### config.mk
export PLATFORM = sky130hd
export DESIGN_NAME = sorted_timer_queue
export DESIGN_NICKNAME = d
export VERILOG_FILES = /design/src/hw/rtl/stq_pkg.sv /design/src/hw/rtl/sorted_timer_queue.sv
export VERILOG_INCLUDE_DIRS = /design/src /design/src/hw/rtl
export SDC_FILE = /design/constraint.sdc
export NUM_CORES = 2
export LEC_CHECK = 0
export BUFFER_PORTS_ARGS = -buffer_cell sky130_fd_sc_hd__buf_2
export CORE_MARGIN = 2
export CORE_UTILIZATION = 62
export CTS_BUF_LIST = sky130_fd_sc_hd__clkbuf_4 sky130_fd_sc_hd__clkbuf_8 sky130_fd_sc_hd__clkbuf_16
export DETAILED_ROUTE_END_ITERATION = 6
export HOLD_SLACK_MARGIN = 0.02
export MAX_ROUTING_LAYER = met4
export PLACE_DENSITY = 0.79
export SYNTH_ARGS = -nofsm -noshare
export SYNTH_HDL_FRONTEND = slang
export SYNTH_SLANG_ARGS = --single-unit
### constraint.sdc
create_clock -name clk -period 11.7 [get_ports clk]
set_clock_uncertainty 0.1 [all_clocks]
set_input_delay 2.34 -clock clk [delete_from_list [all_inputs] [get_ports clk]]
set_output_delay 2.34 -clock clk [all_outputs]
set_load 0.02 [all_outputs]
### src/hw/rtl/sorted_timer_queue_defines.svh
// Assertion helpers for the RTL.
`ifndef SORTED_TIMER_QUEUE_DEFINES_SVH
`define SORTED_TIMER_QUEUE_DEFINES_SVH

`define STQ_ASSERT_IMPL(lbl, clk, rst_n, ante, cons, msg) \
  lbl: assert property (@(posedge clk) disable iff (!rst_n) (ante) |-> (cons)) \
    else $error(msg);

`define STQ_ASSERT_NEXT(lbl, clk, rst_n, ante, cons, msg) \
  lbl: assert property (@(posedge clk) disable iff (!rst_n) (ante) |=> (cons)) \
    else $error(msg);

`endif

### src/hw/rtl/stq_pkg.sv
package stq_pkg;

  localparam int unsigned StqDepth = 16;

  typedef enum logic [1:0] {
    FUNC_REQUEST = 2'd0,
    FUNC_CANCEL  = 2'd1,
    FUNC_FINDDEL = 2'd2,
    FUNC_POP     = 2'd3
  } stq_func_t;

  typedef enum logic [1:0] {
    ST_OK       = 2'd0,
    ST_NOTFOUND = 2'd1,
    ST_NOTYET   = 2'd2,
    ST_FULL     = 2'd3
  } stq_status_t;

  typedef struct packed {
    logic [1:0]  func;
    logic [31:0] now;
    logic [15:0] pkt_id;
    logic [15:0] seq;
    logic [19:0] delay;
  } stq_in_t;

  typedef struct packed {
    logic [1:0]  status;
    logic [15:0] pkt_out;
    logic [32:0] value;
  } stq_out_t;

  typedef struct packed {
    logic [15:0] handle;
    logic [15:0] seq;
    logic [32:0] deadline;
  } stq_entry_t;

endpackage

### src/hw/rtl/sorted_timer_queue.sv
// Channel  | Ports                 | Handshake
// ---------+-----------------------+-----------------------------------------
// input    | start, busy, in_item  | taken at an edge with start && !busy
// result   | out_valid, out_item   | one-cycle strobe, receiver cannot stall
//
// Entries sit packed in deadline order in one memory (one read, one write
// port, registered read). An item walks the n live entries one per cycle:
// a scan over the table, then on a hit a removal that shifts the entries
// above it down, then for a request with room an insert that shifts the
// entries up and writes the new one; the strobe follows the DONE state.
// Busy holds from the accepting edge and drops with the strobe. Reset
// empties the table through the count register alone.
`include "sorted_timer_queue_defines.svh"
module sorted_timer_queue
  import stq_pkg::*;
#(
  parameter int unsigned DEPTH = StqDepth
) (
  input  logic     clk,
  input  logic     rst_n,
  input  logic     start,
  output logic     busy,
  input  stq_in_t  in_item,
  output logic     out_valid,
  output stq_out_t out_item
);

  localparam int unsigned AW = $clog2(DEPTH);
  localparam int unsigned CW = $clog2(DEPTH + 1);

  typedef enum logic [2:0] {
    S_IDLE, S_SCAN, S_REM, S_INS, S_DONE
  } state_t;

  stq_entry_t mem [DEPTH];
  stq_entry_t rd_q;

  state_t        state_r;
  logic [CW-1:0] cnt_r;
  logic [CW-1:0] idx_r;    // next entry to read (INS: one above it)
  logic [CW-1:0] ridx_r;   // entry held in rd_q
  logic          rdv_r;    // rd_q is valid
  logic [CW-1:0] hit_r;
  logic          found_r;
  logic [CW-1:0] pos_r;
  stq_in_t       req_r;
  stq_out_t      res_r;
  logic          ov_r;
  logic          busy_r;

  logic          we;
  logic [AW-1:0] wa;
  logic [AW-1:0] ra;
  stq_entry_t    wd;
  logic [32:0]   dl;
  logic [32:0]   now_x;
  logic          rd_go;
  logic          walk_end;
  stq_func_t     func;

  assign dl       = {1'b0, req_r.now} + {13'd0, req_r.delay};
  assign now_x    = {1'b0, req_r.now};
  assign func     = stq_func_t'(req_r.func);
  assign walk_end = !rd_go && !rdv_r;

  // Reads run ahead of the shifted writes in both directions, so a read
  // never meets a pending write to the same entry.
  always_ff @(posedge clk) begin
    if (we) mem[wa] <= wd;
    rd_q <= mem[ra];
  end

  always_comb begin
    we    = 1'b0;
    wa    = '0;
    wd    = rd_q;
    ra    = '0;
    rd_go = 1'b0;
    unique case (state_r)
      S_SCAN, S_REM: begin
        rd_go = idx_r < cnt_r;
        ra    = AW'(idx_r);
        if (state_r == S_REM && rdv_r) begin
          // shift entry down over the removed one
          we = 1'b1;
          wa = AW'(ridx_r - CW'(1));
        end
      end
      S_INS: begin
        rd_go = idx_r > pos_r;
        ra    = AW'(idx_r - CW'(1));
        if (rdv_r) begin
          we = 1'b1;
          wa = AW'(ridx_r + CW'(1));
        end else if (!rd_go) begin
          we = 1'b1;
          wa = AW'(pos_r);
          wd = '{handle: req_r.pkt_id, seq: req_r.seq, deadline: dl};
        end
      end
      default: ;
    endcase
  end

  always_ff @(posedge clk) begin
    if (!rst_n) begin
      state_r <= S_IDLE;
      cnt_r   <= '0;
      idx_r   <= '0;
      ridx_r  <= '0;
      rdv_r   <= 1'b0;
      hit_r   <= '0;
      found_r <= 1'b0;
      pos_r   <= '0;
      req_r   <= '0;
      res_r   <= '0;
      ov_r    <= 1'b0;
      busy_r  <= 1'b0;
    end else begin
      ov_r  <= (state_r == S_DONE);
      rdv_r <= rd_go;
      if (rd_go) ridx_r <= (state_r == S_INS) ? idx_r - CW'(1) : idx_r;
      unique case (state_r)
        S_IDLE: begin
          if (start) begin
            req_r   <= in_item;
            busy_r  <= 1'b1;
            idx_r   <= '0;
            found_r <= 1'b0;
            pos_r   <= '0;
            res_r   <= '{status: ST_NOTFOUND, pkt_out: '0, value: '0};
            state_r <= S_SCAN;
          end
        end
        S_SCAN: begin
          if (rd_go) idx_r <= idx_r + CW'(1);
          if (rdv_r) begin
            unique case (func)
              FUNC_REQUEST: begin
                // count entries that stay ahead of the new deadline
                if (!found_r && rd_q.handle == req_r.pkt_id) begin
                  found_r <= 1'b1;
                  hit_r   <= ridx_r;
                end else if (rd_q.deadline <= dl) begin
                  pos_r <= pos_r + CW'(1);
                end
              end
              FUNC_CANCEL: begin
                if (!found_r && rd_q.handle == req_r.pkt_id) begin
                  found_r      <= 1'b1;
                  hit_r        <= ridx_r;
                  res_r.status <= ST_OK;
                  res_r.value  <= (rd_q.deadline > now_x) ? rd_q.deadline - now_x : '0;
                end
              end
              FUNC_FINDDEL: begin
                if (!found_r && rd_q.seq == req_r.seq) begin
                  found_r       <= 1'b1;
                  hit_r         <= ridx_r;
                  res_r.status  <= ST_OK;
                  res_r.pkt_out <= rd_q.handle;
                end
              end
              FUNC_POP: begin
                if (ridx_r == '0) begin
                  if (rd_q.deadline > now_x) begin
                    res_r.status <= ST_NOTYET;
                  end else begin
                    found_r       <= 1'b1;
                    hit_r         <= '0;
                    res_r.status  <= ST_OK;
                    res_r.pkt_out <= rd_q.handle;
                  end
                end
              end
            endcase
          end
          if (walk_end) begin
            if (found_r) begin
              idx_r   <= hit_r + CW'(1);
              state_r <= S_REM;
            end else if (func == FUNC_REQUEST && cnt_r != CW'(DEPTH)) begin
              idx_r   <= cnt_r;
              state_r <= S_INS;
            end else begin
              if (func == FUNC_REQUEST) res_r.status <= ST_FULL;
              state_r <= S_DONE;
            end
          end
        end
        S_REM: begin
          if (rd_go) idx_r <= idx_r + CW'(1);
          if (walk_end) begin
            cnt_r <= cnt_r - CW'(1);
            if (func == FUNC_REQUEST) begin
              idx_r   <= cnt_r - CW'(1);
              state_r <= S_INS;
            end else begin
              state_r <= S_DONE;
            end
          end
        end
        S_INS: begin
          if (rd_go) idx_r <= idx_r - CW'(1);
          if (walk_end) begin
            cnt_r        <= cnt_r + CW'(1);
            res_r.status <= ST_OK;
            res_r.value  <= dl;
            state_r      <= S_DONE;
          end
        end
        S_DONE: begin
          busy_r  <= 1'b0;
          state_r <= S_IDLE;
        end
        default: begin
          state_r <= S_IDLE;
        end
      endcase
    end
  end

  assign busy      = busy_r;
  assign out_valid = ov_r;
  assign out_item  = res_r;

  `STQ_ASSERT_IMPL(a_cnt_max, clk, rst_n, 1'b1, cnt_r <= CW'(DEPTH), "count beyond depth")
  `STQ_ASSERT_NEXT(a_done_out, clk, rst_n, state_r == S_DONE, ov_r && !busy_r, "no result")
  `STQ_ASSERT_IMPL(a_idle_free, clk, rst_n, state_r == S_IDLE, !busy_r, "busy while idle")
  `STQ_ASSERT_IMPL(a_out_idle, clk, rst_n, ov_r, state_r == S_IDLE, "result outside idle")
  `STQ_ASSERT_IMPL(a_walk_busy, clk, rst_n, state_r != S_IDLE, busy_r, "idle during walk")

endmodule
==> run summary <==
The flow ran to the end, but the final reports show violations. The checks that failed: design-rule violations. Clock tree synthesis inserted a total of 119 buffers. The completed layout was analyzed and its total power is 15.3 mW. Minimum clock period after layout: 5890 ps.

In this run the number of H-tree levels came out at 3. The final layout contains routed wiring with a total length of 136 mm. A synthesized cell averages 15.2 um^2. The fraction of synthesized cell area in xor and xnor cells is 1.78%, and the net count after synthesis is 3677. For the worst slew margin relative to its limit, the log shows 17.1%. Counting distinct cell types in the post-synthesis netlist gives 79. The horizontal extent of the die is 296 um, and the largest fanout on the critical path is 54. The total setup violations reported at the end of the flow was 0; the total track usage was 32.3%. The final routed DRC violation total is 1, and the fraction of power consumed by the clock network is 26.6%.

The tools report the combinational cell fraction of total power as 32.6%. In this run the critical register-to-register path is launched from idx_r[1]$_SDFFE_PN0P_. The logs give 107 for the row count and 5 for the number of antenna violations at the first check in global routing. The layout overhead on the synthesized area came out at 12.1%.

The commonest register cell after synthesis is edfxtp_1. Number of buffers added on ports: 141. The power per cell area was 258 mW/mm^2. The post-route fraction of the period consumed by the critical path is 50.3%, and the cell-internal power is 10.0 mW.

The routed via count is 32300. The number of setup buffers added after CTS is 0. 142 I/O pins were placed. The finished layout holds 4890 standard cells, fillers aside. The cell type with the largest total area after synthesis is edfxtp_1. The cell count after placement is 4660, and the final design utilization is 69.9%.

The worst setup path is of the reg -> reg kind. The synthesized netlist devotes 2.53% of its cell area to adder and majority cells. The number of DRC markers after the initial detailed-route iteration is 4124.

The leftover overflow at the end of global routing came out at 0. The number of flops mapped to enable cells by yosys came out at 1040. The net count of the finished layout is 3830. Entering global routing, the biggest net connects 131 pins. Summed over all nets, the half-perimeter wirelength after detailed placement is 76.7 mm. After floorplanning, the core was sized to cover 0.0849 mm^2. The tightest min-delay check is of the reg -> reg type.

IR analysis of the VDD net gives a maximum drop of 196 uV. On the final layout, the worst hold slack is 363 ps. In this run the clock root is driven by a clkbuf_16. The average wire length per cell after detail routing works out to 27.8 um. The number of gates resized after CTS was 0.

The Yosys step of the flow raised 0 warnings. After synthesis, the largest family of logic cells by area is multiplexers. The mux share of post-synthesis cell area is 11.3%, and the total clock sinks is 1274. The tools report the number of buffers added to fix hold violations after cts as 0.

The portion of synthesized cell area occupied by the leading cell type was 59.0%; the clock latency on the worst-skew pair was 710 ps. The tools report the startpoint type of the worst setup path as a flop. The routability congestion estimate was 0.938; the gate count after technology mapping was 3484.

TritonCTS built the clock tree. The floorplan step set the die height to 296 um. Yosys attributes the largest share of cell area to edfxtp_1 59%, mux4_2 11%, dfxtp_1 8.8%. The synthesized netlist occupies a cell area of 0.0529 mm^2. Cells with a size suffix above 1 make up 19.8% of the layout. The library cells used most frequently in the layout, excluding fill and tap cells, are 1040 x edfxtp_1, 520 x nand2_1, 260 x mux4_2. The tools report the number of max-cap violations as 0. In this run the remaining antenna-violating nets after routing total 0. Setup repair after global routing left no endpoint under its margin. STA puts the critical path data arrival time at 6090 ps. The number of endpoints with negative hold slack in the final report was 0; the slew of the pin with the lowest slew margin was 1240 ps. Launch instance of the worst min-delay path: now_x[26]$_SDFFE_PN0P_. The compound-gate portion of the synthesized area is 7.30%. The CTS clock-pin slew for the worst setup and hold paths came out at 70 ps. The logs give 170 MHz for the top achievable clock speed and 5.25 mW for the switching power of the nets. Most frequent standard cell in the layout excluding fill and tap cells: edfxtp_1.

For this run, asynchronously set or reset flops after synthesis account for 0%. The count of pins over their slew limit came out at 0. The tools report the required time of the worst setup path as 11900 ps. The die covers 0.0877 mm^2. The maximum count of clock buffers along a single path is 3, and the switching part of the total is 34.3%.

The run gives 202 mm as the wire length of the first global-routing pass. For this run, the register share of the synthesized area comes to 67.8%. Tracing the worst setup path back leads to its startpoint at idx_r[1]$_SDFFE_PN0P_. STA classifies the critical path endpoint as a flop. The leakage component of the power is 20.0 nW. Per report_power, the sequential group accounts for 40.8% of the total. The flip-flop and latch count after synthesis came out at 1274. The via count of the first global-routing pass is 32100, and the basic-gate share of the synthesized area counting and, or, nand and nor cells is 7.32%. For this run, the detailed router's first-pass iteration total came to 7. The number of vias per cell after detailed routing is 6.61. For the summed negative setup slack over all endpoints, the log shows 0 ps.

The initial utilization of the core area, before any placement, comes to 62.4%.
-- Yosys cell counts (5+ instances only) --
cell type	n
edfxtp_1	1040
nand2_1	521
mux4_2	260
dfxtp_1	234
a21oi_1	168
clkbuf_1	135
nor2_1	105
ha_1	102
a211oi_1	86
xnor2_1	79
a31oi_1	77
and2_1	73
o21ai_0	72
inv_1	69
a21o_1	41
nand3_1	37
buf_2	36
a22o_1	31
xor2_1	27
nand4_1	25
nor3_1	25
and3_1	19
o22ai_1	18
buf_1	16
nand2b_1	13
o21a_1	12
mux2i_1	11
nor2b_1	11
o211ai_1	10
nor4_1	9
o221ai_1	8
o21bai_1	7
a221o_1	6
or2_2	6
or3_1	6
a211o_1	5
nand3b_1	5
o21ai_1	5
-- sequential cells by signal, summed over array words and instances, names as in the netlist --
name / flops
cnt_r: 5
state_r: 3
out_item: 51
req_r: 52
pos_r: 5
rdv_r: 1
rd_q: 65
found_r: 1
idx_r: 5
now_x: 32
func: 2
hit_r: 5
mem: 1040
ridx_r: 5
busy: 1
out_valid: 1
-- path summary, 6_finish.rpt --
path                                  to  slack, ps  depth (start not counted)
setup / recovery    mem[4][31]$_DFFE_PP_       5810                         10
hold / removal    now_x[26]$_SDFFE_PN0P_        360                          2
setup reg to reg    mem[4][31]$_DFFE_PP_       5810                         10
hold reg to reg   now_x[26]$_SDFFE_PN0P_        360                          2
-- area by class of cell --
| cell class | count | area [um^2] |
|---|---|---|
| flip-flops and latches | 1274 | 35900 |
| fillers | 5217 | 25500 |
| multi-input cells | 1952 | 16200 |
| clock buffers | 167 | 3540 |
| well taps | 1144 | 1430 |
| repair buffers | 219 | 1330 |
| clock inverters | 59 | 668 |
| inverters | 71 | 269 |
| diodes | 4 | 10.0 |
-- metal layers --
metal	wire length, um	part of all wire, %	GRT usage (%)	vias to the layer above
li1	-	-	-	13800
met1	51100	38	42.7	16100
met2	66300	49	51.2	2115
met3	13400	9.9	4.92	318
met4	5110	3.8	12.4	0
met5	0	0	-	-
-- through the flow --
stage	cell area, um^2	setup slack, ps
after CTS	59300	5910
after detailed placement	55100	6140
after global placement	55100	6260
final	59400	5810
after floorplan	52900	2630
after global routing	59400	5630
-- critical path, stage by stage, from the launching register on --
cell     delay (ps)
dfxtp_1         580
ha_1            310
nor2b_1         130
o21a_1          160
o21a_1          190
o31ai_1         560
nand3_4         740
o21ai_1         650
nand2_1         350
nor2_4          930
buf_4           740
-- logic make-up after synthesis --
logic type / count (synthesis)
buffers and inverters: 258
adders and majority gates: 106
muxes: 273
xor gates and xnor gates: 107
and+or+nand+nor: 873
DFF: 1274
AOI/OAI and AO/OA: 593
-- power by group through the flow --
stage	Combinational, mW	Clock (mW)	Sequential [mW]
after CTS	4.91	4.11	6.22
after global routing	5.41	4.27	6.25
after global placement	4.70	0	6.29
after detailed placement	4.81	0	6.30
final	4.99	4.07	6.23
after floorplan	3.46	0	6.15
Note: power is estimated with default switching activity, not from simulation.
